--- src/rtl/ppmsp_pkg.sv ---
`default_nettype none
// -----------------------------------------------------------------------------
// ppmsp_pkg
// shared types and constants of the ppm stream parser
// -----------------------------------------------------------------------------

package ppmsp_pkg;

   // width of the internal image dimension counters
   localparam int DIM_BITS = 16;

   // result kinds
   localparam logic [1:0] KIND_PIXEL    = 2'd0;
   localparam logic [1:0] KIND_HEADER   = 2'd1;
   localparam logic [1:0] KIND_ERROR    = 2'd2;
   localparam logic [1:0] KIND_COMPLETE = 2'd3;

   // error codes
   localparam logic [3:0] ERR_BAD_FIRST   = 4'd0;
   localparam logic [3:0] ERR_BAD_TYPE    = 4'd1;
   localparam logic [3:0] ERR_NO_SEP      = 4'd2;
   localparam logic [3:0] ERR_EOF_COMMENT = 4'd3;
   localparam logic [3:0] ERR_BAD_WIDTH   = 4'd4;
   localparam logic [3:0] ERR_BAD_HEIGHT  = 4'd5;
   localparam logic [3:0] ERR_BAD_MAXVAL  = 4'd6;
   localparam logic [3:0] ERR_SAMPLE      = 4'd7;
   localparam logic [3:0] ERR_MISSING     = 4'd8;
   localparam logic [3:0] ERR_EXTRA       = 4'd9;
   localparam logic [3:0] ERR_EOF_HEADER  = 4'd10;

   // characters of the file format
   localparam logic [7:0] CHAR_P     = 8'h50;
   localparam logic [7:0] CHAR_3     = 8'h33;
   localparam logic [7:0] CHAR_6     = 8'h36;
   localparam logic [7:0] CHAR_HASH  = 8'h23;
   localparam logic [7:0] CHAR_LF    = 8'h0a;
   localparam logic [7:0] CHAR_ZERO  = 8'h30;
   localparam logic [7:0] SAMPLE_MAX = 8'd255;

   typedef struct packed {
      logic [1:0]  result_kind;
      logic [7:0]  pixel_red;
      logic [7:0]  pixel_green;
      logic [7:0]  pixel_blue;
      logic [15:0] header_width;
      logic [15:0] header_height;
      logic [7:0]  header_max_value;
      logic        ascii_format;
      logic [3:0]  error_code;
      logic        last_pixel;
   } result_type;

endpackage

`default_nettype wire

--- src/rtl/ppmsp_parser.sv ---
`default_nettype none
// -----------------------------------------------------------------------------
// ppmsp_parser
// byte-wise header and pixel parse state, held in registers
// -----------------------------------------------------------------------------

module ppmsp_parser (
   input  wire logic                   clock,
   input  wire logic                   reset,
   input  wire logic                   accept,
   input  wire logic [7:0]             data_byte,
   input  wire logic                   end_of_stream,
   output logic                        res_valid,
   output ppmsp_pkg::result_type       res
);

   localparam int DW    = ppmsp_pkg::DIM_BITS;
   localparam int ACC_W = DW + 1;
   localparam int MUL_W = ACC_W + 4;
   localparam logic [MUL_W-1:0] DIM_CAP = MUL_W'(1) << DW;
   localparam logic [MUL_W-1:0] TOK_CAP = MUL_W'(256);

   typedef enum logic [3:0] {
      PH_P, PH_TYPE, PH_SEP,
      PH_SKIP_W, PH_NUM_W, PH_SKIP_H, PH_NUM_H, PH_SKIP_M, PH_NUM_M,
      PH_RAW, PH_GAP, PH_TOK, PH_DONE, PH_HALT
   } phase_type;

   phase_type         phase_ff, phase_in;
   logic              comment_ff, comment_in;
   logic [ACC_W-1:0]  acc_ff, acc_in;
   logic [2:0]        dcnt_ff, dcnt_in;
   logic [DW-1:0]     width_ff, width_in;
   logic [DW-1:0]     height_ff, height_in;
   logic              text_ff, text_in;
   logic [1:0]        comp_ff, comp_in;
   logic [7:0]        red_ff, red_in;
   logic [7:0]        green_ff, green_in;
   logic [DW-1:0]     col_ff, col_in;
   logic [DW-1:0]     row_ff, row_in;

   logic              is_ws, is_digit;
   logic [ACC_W-1:0]  acc_base;
   logic [MUL_W-1:0]  acc_mul, acc_sat;
   logic [7:0]        sample;
   logic [DW:0]       col_p1, row_p1;
   logic              last_px, put_req;
   logic [2:0]        dcnt_base;

   function automatic ppmsp_pkg::result_type err_result(input logic [3:0] code);
      ppmsp_pkg::result_type r;
      r = '0;
      r.result_kind = ppmsp_pkg::KIND_ERROR;
      r.error_code  = code;
      return r;
   endfunction

   assign is_ws    = (data_byte == 8'd32) || (data_byte >= 8'd9 && data_byte <= 8'd13);
   assign is_digit = (data_byte >= 8'd48) && (data_byte <= 8'd57);

   // token start clears the accumulator on the same byte
   assign acc_base  = (phase_ff == PH_GAP) ? '0 : acc_ff;
   assign dcnt_base = (phase_ff == PH_GAP) ? 3'd0 : dcnt_ff;
   assign acc_mul   = (MUL_W'(acc_base) << 3) + (MUL_W'(acc_base) << 1)
                    + MUL_W'(data_byte - ppmsp_pkg::CHAR_ZERO);
   always_comb begin
      if (phase_ff == PH_GAP || phase_ff == PH_TOK)
         acc_sat = (acc_mul > TOK_CAP) ? TOK_CAP : acc_mul;
      else
         acc_sat = (acc_mul > DIM_CAP) ? DIM_CAP : acc_mul;
   end

   assign sample  = (phase_ff == PH_RAW) ? data_byte : acc_ff[7:0];
   assign col_p1  = {1'b0, col_ff} + (DW+1)'(1);
   assign row_p1  = {1'b0, row_ff} + (DW+1)'(1);
   assign last_px = (col_p1 == {1'b0, width_ff}) && (row_p1 == {1'b0, height_ff});

   always_comb begin
      phase_in   = phase_ff;
      comment_in = comment_ff;
      acc_in     = acc_ff;
      dcnt_in    = dcnt_ff;
      width_in   = width_ff;
      height_in  = height_ff;
      text_in    = text_ff;
      comp_in    = comp_ff;
      red_in     = red_ff;
      green_in   = green_ff;
      col_in     = col_ff;
      row_in     = row_ff;
      res_valid  = 1'b0;
      res        = '0;
      put_req    = 1'b0;

      if (accept && phase_ff != PH_HALT) begin
         if (end_of_stream) begin
            res_valid = 1'b1;
            phase_in  = PH_HALT;
            if (phase_ff inside {[PH_P:PH_NUM_M]}) begin
               res = err_result(comment_ff ? ppmsp_pkg::ERR_EOF_COMMENT
                                           : ppmsp_pkg::ERR_EOF_HEADER);
            end else if (phase_ff == PH_DONE) begin
               res.result_kind = ppmsp_pkg::KIND_COMPLETE;
            end else begin
               res = err_result(ppmsp_pkg::ERR_MISSING);
            end
         end else begin
            case (phase_ff)
               PH_P: begin
                  if (data_byte != ppmsp_pkg::CHAR_P) begin
                     res_valid = 1'b1;
                     res       = err_result(ppmsp_pkg::ERR_BAD_FIRST);
                     phase_in  = PH_HALT;
                  end else begin
                     phase_in = PH_TYPE;
                  end
               end
               PH_TYPE: begin
                  if (data_byte == ppmsp_pkg::CHAR_3) begin
                     text_in  = 1'b1;
                     phase_in = PH_SEP;
                  end else if (data_byte == ppmsp_pkg::CHAR_6) begin
                     text_in  = 1'b0;
                     phase_in = PH_SEP;
                  end else begin
                     res_valid = 1'b1;
                     res       = err_result(ppmsp_pkg::ERR_BAD_TYPE);
                     phase_in  = PH_HALT;
                  end
               end
               PH_SEP: begin
                  if (!is_ws) begin
                     res_valid = 1'b1;
                     res       = err_result(ppmsp_pkg::ERR_NO_SEP);
                     phase_in  = PH_HALT;
                  end else begin
                     phase_in = PH_SKIP_W;
                  end
               end
               PH_SKIP_W, PH_SKIP_H, PH_SKIP_M: begin
                  if (comment_ff) begin
                     if (data_byte == ppmsp_pkg::CHAR_LF) comment_in = 1'b0;
                  end else if (is_ws) begin
                     // skip
                  end else if (data_byte == ppmsp_pkg::CHAR_HASH) begin
                     comment_in = 1'b1;
                  end else if (!is_digit) begin
                     res_valid = 1'b1;
                     phase_in  = PH_HALT;
                     if (phase_ff == PH_SKIP_W)
                        res = err_result(ppmsp_pkg::ERR_BAD_WIDTH);
                     else if (phase_ff == PH_SKIP_H)
                        res = err_result(ppmsp_pkg::ERR_BAD_HEIGHT);
                     else
                        res = err_result(ppmsp_pkg::ERR_BAD_MAXVAL);
                  end else begin
                     acc_in = ACC_W'(data_byte - ppmsp_pkg::CHAR_ZERO);
                     if (phase_ff == PH_SKIP_W)      phase_in = PH_NUM_W;
                     else if (phase_ff == PH_SKIP_H) phase_in = PH_NUM_H;
                     else                            phase_in = PH_NUM_M;
                  end
               end
               PH_NUM_W, PH_NUM_H: begin
                  if (is_digit) begin
                     acc_in = ACC_W'(acc_sat);
                  end else if (acc_ff == '0 || acc_ff[DW]) begin
                     res_valid = 1'b1;
                     phase_in  = PH_HALT;
                     res = err_result((phase_ff == PH_NUM_W) ? ppmsp_pkg::ERR_BAD_WIDTH
                                                             : ppmsp_pkg::ERR_BAD_HEIGHT);
                  end else if (!is_ws) begin
                     res_valid = 1'b1;
                     res       = err_result(ppmsp_pkg::ERR_NO_SEP);
                     phase_in  = PH_HALT;
                  end else if (phase_ff == PH_NUM_W) begin
                     width_in = acc_ff[DW-1:0];
                     phase_in = PH_SKIP_H;
                  end else begin
                     height_in = acc_ff[DW-1:0];
                     phase_in  = PH_SKIP_M;
                  end
               end
               PH_NUM_M: begin
                  if (is_digit) begin
                     acc_in = ACC_W'(acc_sat);
                  end else if (acc_ff > ACC_W'(ppmsp_pkg::SAMPLE_MAX)) begin
                     res_valid = 1'b1;
                     res       = err_result(ppmsp_pkg::ERR_BAD_MAXVAL);
                     phase_in  = PH_HALT;
                  end else if (!is_ws) begin
                     res_valid = 1'b1;
                     res       = err_result(ppmsp_pkg::ERR_NO_SEP);
                     phase_in  = PH_HALT;
                  end else begin
                     res_valid            = 1'b1;
                     res.result_kind      = ppmsp_pkg::KIND_HEADER;
                     res.header_width     = 16'(width_ff);
                     res.header_height    = 16'(height_ff);
                     res.header_max_value = acc_ff[7:0];
                     res.ascii_format     = text_ff;
                     comp_in              = 2'd0;
                     col_in               = '0;
                     row_in               = '0;
                     phase_in             = text_ff ? PH_GAP : PH_RAW;
                  end
               end
               PH_RAW: begin
                  put_req = 1'b1;
               end
               PH_GAP, PH_TOK: begin
                  if (is_ws) begin
                     if (phase_ff == PH_TOK) begin
                        phase_in = PH_GAP;
                        if (dcnt_ff > 3'd3 || acc_ff > ACC_W'(ppmsp_pkg::SAMPLE_MAX)) begin
                           res_valid = 1'b1;
                           res       = err_result(ppmsp_pkg::ERR_SAMPLE);
                           phase_in  = PH_HALT;
                        end else begin
                           put_req = 1'b1;
                        end
                     end
                  end else begin
                     phase_in = PH_TOK;
                     dcnt_in  = (dcnt_base < 3'd7) ? dcnt_base + 3'd1 : dcnt_base;
                     acc_in   = is_digit ? ACC_W'(acc_sat) : ACC_W'(TOK_CAP);
                  end
               end
               PH_DONE: begin
                  if (!(text_ff && is_ws)) begin
                     res_valid = 1'b1;
                     res       = err_result(ppmsp_pkg::ERR_EXTRA);
                     phase_in  = PH_HALT;
                  end
               end
               default: begin
                  phase_in = PH_HALT;
               end
            endcase

            // gather samples into a pixel
            if (put_req) begin
               case (comp_ff)
                  2'd0: begin
                     red_in  = sample;
                     comp_in = 2'd1;
                  end
                  2'd1: begin
                     green_in = sample;
                     comp_in  = 2'd2;
                  end
                  default: begin
                     comp_in         = 2'd0;
                     res_valid       = 1'b1;
                     res.result_kind = ppmsp_pkg::KIND_PIXEL;
                     res.pixel_red   = red_ff;
                     res.pixel_green = green_ff;
                     res.pixel_blue  = sample;
                     res.last_pixel  = last_px;
                     if (col_p1 >= {1'b0, width_ff}) begin
                        col_in = '0;
                        row_in = row_p1[DW-1:0];
                     end else begin
                        col_in = col_p1[DW-1:0];
                     end
                     if (last_px) phase_in = PH_DONE;
                  end
               endcase
            end
         end
      end
   end

   always_ff @(posedge clock) begin
      if (reset) begin
         phase_ff   <= PH_P;
         comment_ff <= 1'b0;
         acc_ff     <= '0;
         dcnt_ff    <= '0;
         width_ff   <= '0;
         height_ff  <= '0;
         text_ff    <= 1'b0;
         comp_ff    <= '0;
         red_ff     <= '0;
         green_ff   <= '0;
         col_ff     <= '0;
         row_ff     <= '0;
      end else begin
         phase_ff   <= phase_in;
         comment_ff <= comment_in;
         acc_ff     <= acc_in;
         dcnt_ff    <= dcnt_in;
         width_ff   <= width_in;
         height_ff  <= height_in;
         text_ff    <= text_in;
         comp_ff    <= comp_in;
         red_ff     <= red_in;
         green_ff   <= green_in;
         col_ff     <= col_in;
         row_ff     <= row_in;
      end
   end

endmodule

`default_nettype wire

--- src/rtl/ppmsp_outbuf.sv ---
`default_nettype none
// -----------------------------------------------------------------------------
// ppmsp_outbuf
// result register with one skid entry
// -----------------------------------------------------------------------------

module ppmsp_outbuf (
   input  wire logic                   clock,
   input  wire logic                   reset,
   input  wire logic                   push,
   input  wire ppmsp_pkg::result_type  push_data,
   output logic                        full,
   output logic                        out_valid,
   input  wire logic                   out_stall,
   output ppmsp_pkg::result_type       out_data
);

   logic                  main_v_ff, skid_v_ff;
   ppmsp_pkg::result_type main_ff, skid_ff;
   logic                  take;

   assign take      = main_v_ff && !out_stall;
   assign full      = skid_v_ff;
   assign out_valid = main_v_ff;
   assign out_data  = main_ff;

   always_ff @(posedge clock) begin
      if (reset) begin
         main_v_ff <= 1'b0;
         skid_v_ff <= 1'b0;
      end else if (take) begin
         if (skid_v_ff) begin
            main_ff   <= skid_ff;
            skid_v_ff <= 1'b0;
         end else begin
            main_v_ff <= push;
            main_ff   <= push_data;
         end
      end else if (!main_v_ff) begin
         main_v_ff <= push;
         main_ff   <= push_data;
      end else if (push) begin
         skid_v_ff <= 1'b1;
         skid_ff   <= push_data;
      end
   end

endmodule

`default_nettype wire

--- src/rtl/ppm_stream_parser_top.sv ---
`default_nettype none
// -----------------------------------------------------------------------------
// ppm_stream_parser_top
// streaming reader for P3 and P6 portable pixmap files
// -----------------------------------------------------------------------------
// The block takes a PPM file one byte per request and returns a header
// result, one result per RGB pixel in raster order, then an image complete
// result, or an error result that halts it until reset. For each request
// the parse state updates with one multiply-by-ten add and the result is
// written into the output register, so a new request can be accepted on
// every cycle while req_stall is low. A one-entry skid buffer behind the
// output register lets a request be taken while a result waits; req_stall
// rises only when both are occupied. Results are registered and appear in
// the cycle after the request that causes them when the output register is
// free, and later while earlier results are held by rsp_stall. There is no
// clearing pass after reset.
// -----------------------------------------------------------------------------

module ppm_stream_parser_top (
   input  wire logic        clock,
   input  wire logic        reset,
   // request channel
   input  wire logic        req_valid,
   output logic             req_stall,
   input  wire logic [7:0]  req_data_byte,
   input  wire logic        req_end_of_stream,
   // result channel
   output logic             rsp_valid,
   input  wire logic        rsp_stall,
   output logic [1:0]       rsp_result_kind,
   output logic [7:0]       rsp_pixel_red,
   output logic [7:0]       rsp_pixel_green,
   output logic [7:0]       rsp_pixel_blue,
   output logic [15:0]      rsp_header_width,
   output logic [15:0]      rsp_header_height,
   output logic [7:0]       rsp_header_max_value,
   output logic             rsp_ascii_format,
   output logic [3:0]       rsp_error_code,
   output logic             rsp_last_pixel
);

   logic                  accept;     // request taken this cycle
   logic                  res_valid;  // request produces a result
   ppmsp_pkg::result_type res;
   ppmsp_pkg::result_type rsp;
   logic                  buf_full;

   // stall only while the skid entry is occupied
   assign req_stall = buf_full;
   assign accept    = req_valid && !req_stall;

   // parse state machine, one byte per cycle while requests are not stalled
   ppmsp_parser u_parser (
      .clock         (clock),
      .reset         (reset),
      .accept        (accept),
      .data_byte     (req_data_byte),
      .end_of_stream (req_end_of_stream),
      .res_valid     (res_valid),
      .res           (res)
   );

   // output register plus skid entry
   ppmsp_outbuf u_outbuf (
      .clock     (clock),
      .reset     (reset),
      .push      (res_valid),
      .push_data (res),
      .full      (buf_full),
      .out_valid (rsp_valid),
      .out_stall (rsp_stall),
      .out_data  (rsp)
   );

   // unpack the result onto the ports
   assign rsp_result_kind      = rsp.result_kind;
   assign rsp_pixel_red        = rsp.pixel_red;
   assign rsp_pixel_green      = rsp.pixel_green;
   assign rsp_pixel_blue       = rsp.pixel_blue;
   assign rsp_header_width     = rsp.header_width;
   assign rsp_header_height    = rsp.header_height;
   assign rsp_header_max_value = rsp.header_max_value;
   assign rsp_ascii_format     = rsp.ascii_format;
   assign rsp_error_code       = rsp.error_code;
   assign rsp_last_pixel       = rsp.last_pixel;

endmodule

`default_nettype wire

--- config.mk ---
export PLATFORM = sky130hd
export DESIGN_NAME = ppm_stream_parser_top
export DESIGN_NICKNAME = d
export VERILOG_FILES = /design/src/rtl/ppmsp_pkg.sv /design/src/rtl/ppmsp_parser.sv /design/src/rtl/ppmsp_outbuf.sv /design/src/rtl/ppm_stream_parser_top.sv
export SDC_FILE = /design/constraint.sdc
export NUM_CORES = 1
export LEC_CHECK = 0
export BUFFER_PORTS_ARGS = -buffer_cell sky130_fd_sc_hd__buf_2
export CAP_MARGIN = 10
export CORE_MARGIN = 2
export CORE_UTILIZATION = 50
export CTS_CLUSTER_SIZE = 30
export DETAILED_ROUTE_END_ITERATION = 10
export MAX_ROUTING_LAYER = met4
export PLACE_DENSITY = 0.67
export SLEW_MARGIN = 0
export SYNTH_ARGS = -nofsm -noshare
export SYNTH_HDL_FRONTEND = slang
export SYNTH_SLANG_ARGS = --single-unit
--- constraint.sdc ---
create_clock -name clock -period 24.1 [get_ports clock]
set_input_delay 2.41 -clock clock [delete_from_list [all_inputs] [get_ports clock]]
set_output_delay 2.41 -clock clock [all_outputs]
set_load 0.005 [all_outputs]
# Yosys cells after proc, flatten, opt, wreduce, memory -nomap -nowiden
# Index checks and enable logic that the tools add are counted.
# totals
ff_bits,254
in_bits,13
out_inout_bits,74
wordCells,264
# op_classes
addsub,7
order_cmp,12
n_eq_ne,32
n_mux,132
bitwise_logic,7
reduce_logical,40
# ops
cell,count
$mux W72,23
$pmux W72 S8,1
$mux W16,14
$mux W17,11
$mux W4,24
$mux W26,2
$pmux W17 S3,1
$mux W41,1
$mux W1,36
$pmux W4 S9,1
$add A16 B1 Y17 const B,2
$eq A17 B16 Y1,2
$eq A8 B6 Y1 const B,4
$add A20 B18 Y21,1
$add A21 B21 Y21,1
$gt A21 B17 Y1 const B,1
$gt A21 B9 Y1 const B,1
$eq A4 B4 Y1 const B,5
$reduce_and A4 Y1,5
$sub A8 B6 Y9 const B,2
$ge A17 B16 Y1,1
$gt A17 B8 Y1 const B,1
$logic_not A17 Y1,1
$eq A4 B3 Y1 const B,4
other kinds (39),85

# Depth between registers and ports, before layout
# logic_depth
word_depth,14
depth_mapped,19
mapped_depth_nobuf,15

# By module
# Synthesis repeated with hierarchy kept, for this count alone.
# hier_totals
cells_unflattened,1357
hier_area_um2,14431.3
# by_module_without_submodules
module,instances,cells_each,area_each_um2,seq_area_each_um2
ppmsp_parser,1,1120,8774.7,2162.1
ppmsp_outbuf,1,236,5642.9,4364.2
ppm_stream_parser_top,1,1,13.8,0.0

# Worst setup path before layout
# Ideal clock, no wire load.
# synth_path
path_type,in2reg
start,in req_data_byte[4]
end,"reg u_outbuf.skid_ff[0] (netlist name), enable pin"
setup_ps,593
arrival_time_ps,8808
t_required_ps,23507
setup_slack_ps,14699
cell_stages,10
n_path_buf,1
path_cell_list,inv_1 -> ha_1 -> o21ai_0 -> mux2_2 -> o21a_1 -> o21ai_2 -> and4_1 -> buf_4 -> o31ai_1 -> nor3_1
# synth_via
elab_chain_len,12
# synth_rtl
element,line,text
from (decl),ppm_stream_parser_top.sv:25,"input wire logic [7:0] req_data_byte,"
"$ge A8 B6 Y1, or another cell as far along",ppmsp_parser.sv:59,assign is_digit = (data_byte >= 8'd48) && (data_byte <= 8'd57);
$logic_and A1 B1 Y1 (on tied branches),"ppmsp_parser.sv:59, ppmsp_parser.sv:58",
$mux W1 / $logic_or A1 B1 Y1 (equally long branches),"ppmsp_parser.sv:184, ppmsp_parser.sv:58",
$mux W1 (on tied branches),"ppmsp_parser.sv:145, ppmsp_parser.sv:132, ppmsp_parser.sv:171",
$mux W1 (on tied branches),"ppmsp_parser.sv:143, ppmsp_parser.sv:166",
$mux W1 (on tied branches),"ppmsp_parser.sv:141, ppmsp_parser.sv:164",
$pmux W1 S8,ppmsp_parser.sv:108,case (phase_ff)
$mux W1,ppmsp_parser.sv:242,case (comp_ff)
$mux W1 *,ppmsp_parser.sv:241,if (put_req) begin
$mux W1 *,ppmsp_parser.sv:96,if (end_of_stream) begin
$mux W1 *,ppmsp_parser.sv:95,if (accept && phase_ff != PH_HALT) begin
$reduce_and A4 Y1 (no line) *,-,
to (signal assigned),ppmsp_outbuf.sv:44,skid_ff <= push_data;
to (decl),ppmsp_outbuf.sv:19,"ppmsp_pkg::result_type main_ff, skid_ff;"
# Mark *: on every way between the ends. The rest lies on a longest branch, timed or not. The select of a mux whose other input is x is not followed.
# A chain may end at the register's enable or synchronous reset.

# Final worst setup path
# layout_path
start,in req_data_byte[4]
end,reg u_parser.acc_ff[4]
# layout_via
elab_chain_len,8
# layout_rtl
element,line,text
$sub A8 B6 Y9,"ppmsp_parser.sv:65, ppmsp_parser.sv:157",
$add A21 B21 Y21,ppmsp_parser.sv:65,+ MUL_W'(data_byte - ppmsp_pkg::CHAR_ZERO);
$gt A21 B17 Y1 / $gt A21 B9 Y1 (equally long branches),"ppmsp_parser.sv:70, ppmsp_parser.sv:68",
$mux W17 (on tied branches),"ppmsp_parser.sv:70, ppmsp_parser.sv:68",
$mux W17,ppmsp_parser.sv:67,if (phase_ff == PH_GAP || phase_ff == PH_TOK)
$mux W17,ppmsp_parser.sv:225,acc_in = is_digit ? ACC_W'(acc_sat) : ACC_W'(TOK_CAP);
$mux W17,ppmsp_parser.sv:211,if (is_ws) begin
$pmux W17 S3,ppmsp_parser.sv:108,
to (signal assigned),ppmsp_parser.sv:290,acc_ff <= acc_in;
to (decl),ppmsp_parser.sv:31,"logic [ACC_W-1:0] acc_ff, acc_in;"
# Several ways; a longest one is shown, not always the timed one. The select of a mux whose other input is x is not followed.

==> metrics.md <==
| Metric | Value |
|---|---|
| Final GP Congestion | 0.924 |
| Power consumption | 0.992 mW |
| DR iter-0 viols | 815 |
| Fraction of synthesized cell area in xor and xnor cells | 0.0336 |
| Drt first pass iters | 6 |
| # clock sinks | 254 |
| CP endpoint kind | flop |
| Clk pin slew, worst setup/hold paths | 0.06 ns |
| Die Y | 170 um |
| # IOs | 87 |
| Critical Path Slowest Stage Cell | fa_1 |
| Number of max-cap violations | 0 |
| Share of power burned in the clock network | 0.417 |
| Worst-Skew Late Latency | 0.57 ns |
| Sw frac | 0.259 |
| Seq pwr share | 0.481 |
| Worst IR Drop VDD | 0.0449 mV |
| # port buffers | 86 |
| Initial Utilization | 0.512 |
| Max clock buf depth | 3 |
| First-pass GRT wire length | 57.4 mm |
| Min Tclk post-route | 7.18 ns |
| Hold Path Class | reg2reg |
| Internal power | 0.735 mW |
| Type of origin of the critical path | primary input |
| Yosys warnings | 0 |
| Multiplexer area fraction after synthesis | 0.0312 |
| Leakage | 6.46 nW |
| Vias in the first global route | 10.4k |
| CP delay by family, top | compound AO/OA/AOI/OAI gates |
| Largest family of logic cells by synthesized area | simple AND/OR/NAND/NOR gates |
| Antenna violations before repair | 2 |
| GRT overflow | 0 |
| Core area | 27,000 um^2 |
| CTS buffer count | 27 |
| Top cell type's share of synthesized area | 0.313 |
| WP data arrival | 7.66 ns |
| Worst EP required | 24.58 ns |
| RSZ-0062 raised after global routing | no |
| Via count | 10.9k |
| Synth area leader | edfxtp_1 |
| Final worst-path cycle share | 0.298 |
| Fraction of the mapped netlist area in simple logic gates | 0.186 |
| CP Class | in2reg |
| Setup Buffers After CTS | 0 |
| Worst-path maximum fanout | 14 |
| Unique masters post-synth | 88 |
| Layout Skew | 0.0182 ns |
| Root Driver | clkbuf_16 |
| Pre-CTS setup slack | 16.38 ns |
| Synth Area in Compound Gates | 0.174 |
| Flop2flop setup slack | 18.84 ns |
| PwrDens | 64.7 nW/um^2 |
| Crit path buf inv count | 3 |
| Mapped Nets | 1,453 |
| Final setup viols | 0 |
| Setup TNS | 0 ns |
| Syn Inst Count | 1,380 |
| Synth cell count leaders | nor2_1 (153), edfxtp_1 (144), dfxtp_1 (110) |
| CTS H-Tree Depth | 1 |
| Area Overhead vs Synth | 10.9% |
| Number of synthesized flops with an enable pin | 144 |
| Asr flop ratio synth | 0 |
| Top_reg_cell synth | edfxtp_1 |
| Slew headroom | 0.0799 |
| Detailed placer's ending HPWL | 25.2 mm |
| Die width | 170 um |
| Drt wl/cell | 20.3 um |
| Share of synthesized cell area in full adder, half adder and majority cells | 0.0619 |
| Final hold violations | 0 |
| Synth Area per Inst | 10.0 um^2 |
| CTS tree | done |
| Status | complete, no violations |
| Resized cells post-CTS | 0 |
| Cts hold-fix bufs | 0 |
| DRT antenna net count | 0 |
| Switching Power | 0.257 mW |
| #FFs+latches synth | 254 |
| Nets@finish | 1,506 |
| # DRC | 0 |
| Max Clk Rate | 0.139 GHz |
| Register area share after synthesis | 0.472 |
| Worst-Margin Slew | 1.37 ns |
| Die area | 29,000 um^2 |
| Mapped cell area | 13,800 um^2 |
| Total Routing Usage GR | 0.259 |
| Part of the power in combinational logic | 0.102 |
| Final worst setup slack | 16.93 ns |
| Max incr delay on CP | 0.67 ns |
| CP Cell Sequence | buf_2, ha_1, nor3_1, inv_1, fa_1, inv_1, ha_1, a21oi_1, o21ai_0, a2111o_1, o211ai_1, nor4b_2, nand4_1, o31ai_4, nand2b_1, a31oi_1 |
| # rows | 60 |
| Layout cells sized above 1 | 0.123 |
| Post-detailed-routing wire length | 36.5 mm |
| Vias per inst | 6.05 |
| Count leader, synth | nor2_1 |
| Final max-slew violation count | 0 |
| Largest net degree at the start of global routing | 74 |
| Synth area leaders | edfxtp_1 (31%), dfxtp_1 (16%), a21o_1 (4.7%) |
[registers in the layout, summed over array words and instances (netlist names), 8 cells and up]
signal,count
u_parser.red_ff,8
u_parser.col_ff,16
u_parser.acc_ff,17
u_parser.green_ff,8
u_parser.row_ff,16
u_parser.height_ff,16
u_parser.width_ff,16
u_outbuf.skid_ff,72
u_outbuf.out_data,72
[per-layer routing]
layer,share of wire,up-vias,GRT usage
li1,-,5187,-
met1,0.44,5258,0.348
met2,0.47,339,0.410
met3,0.053,82,0.0253
met4,0.033,0,0.0922
met5,0,-,-
[layout by cell type, fill, tap and decap left out, drive strengths merged, types with 22 or more instances in the layout]
cell    Yosys  final
a211oi     25     25
a21o       87     87
a21oi      68     68
and2       39     39
and3       35     35
buf        30     99
clkbuf     45     33
dfxtp     110    110
edfxtp    144    144
ha         46     46
inv        58     61
mux2i      42     42
nand2      84     84
nand3      33     33
nand4      22     22
nor2      154    154
nor3       44     44
o21ai      57     57
xnor2      35     35
[power groups by stage]
stage	Combinational [mW]	Sequential [mW]	Clock [mW]
2_1_floorplan	0.0719	0.482	0
3_3_place_gp	0.0999	0.486	0
3_5_place_dp	0.0999	0.486	0
4_1_cts	0.100	0.477	0.420
5_1_grt	0.111	0.478	0.437
6_report	0.101	0.477	0.414
[kinds of logic after synthesis]
group                      count (synthesis)
xor gates and xnor gates                  53
AOI/OAI and AO/OA                        343
muxes                                     43
buffers and inverters                    134
DFF                                      254
and+or+nand+nor                          493
adders and majority gates                 60
[final cells by class]
type / count / area, um^2
tap: 341 / 427
sequential: 254 / 6530
antenna: 2 / 5.00
fill: 2368 / 11700
inverter: 59 / 221
timing repair buffer: 99 / 528
clock inverter: 17 / 163
multi-input combinational: 992 / 6760
clock buffer: 33 / 708
[worst paths after layout]
kind / cells past startpoint / startpoint / end
worst min register to register: 2 / u_parser.red_ff[3] / u_parser.red_ff[3]
worst min-delay path: 2 / u_parser.red_ff[3] / u_parser.red_ff[3]
worst max register to register: 16 / u_parser.phase_ff[2] / u_parser.acc_ff[4]
worst max-delay path: 16 / req_data_byte[4] / u_parser.acc_ff[4]
[metrics by stage]
step	area, um^2	std cells	hold slack [ns]	util
4_1_cts	15300	1795	0.493	0.567
3_5_place_dp	14500	1745	0.484	0.535
2_1_floorplan	13800	1380	0.460	-
5_1_grt	15300	1797	0.515	0.567
3_3_place_gp	14500	1745	0.473	0.535
6_report	15300	1797	0.494	0.567
[worst reg2reg max path: stages (launching register included)]
cell,delay (ns)
dfxtp_1,0.82
nand4bb_1,0.22
buf_4,0.31
nand2_1,0.17
xnor2_1,0.18
ha_1,0.30
inv_1,0.06
fa_1,0.45
nand2b_1,0.19
a211o_1,0.39
a21o_1,0.25
o31a_1,0.30
o311ai_2,0.29
nand3_1,0.25
o31ai_4,0.67
nand2b_1,0.14
a31oi_1,0.19
Power figures use the tool's default switching activity.
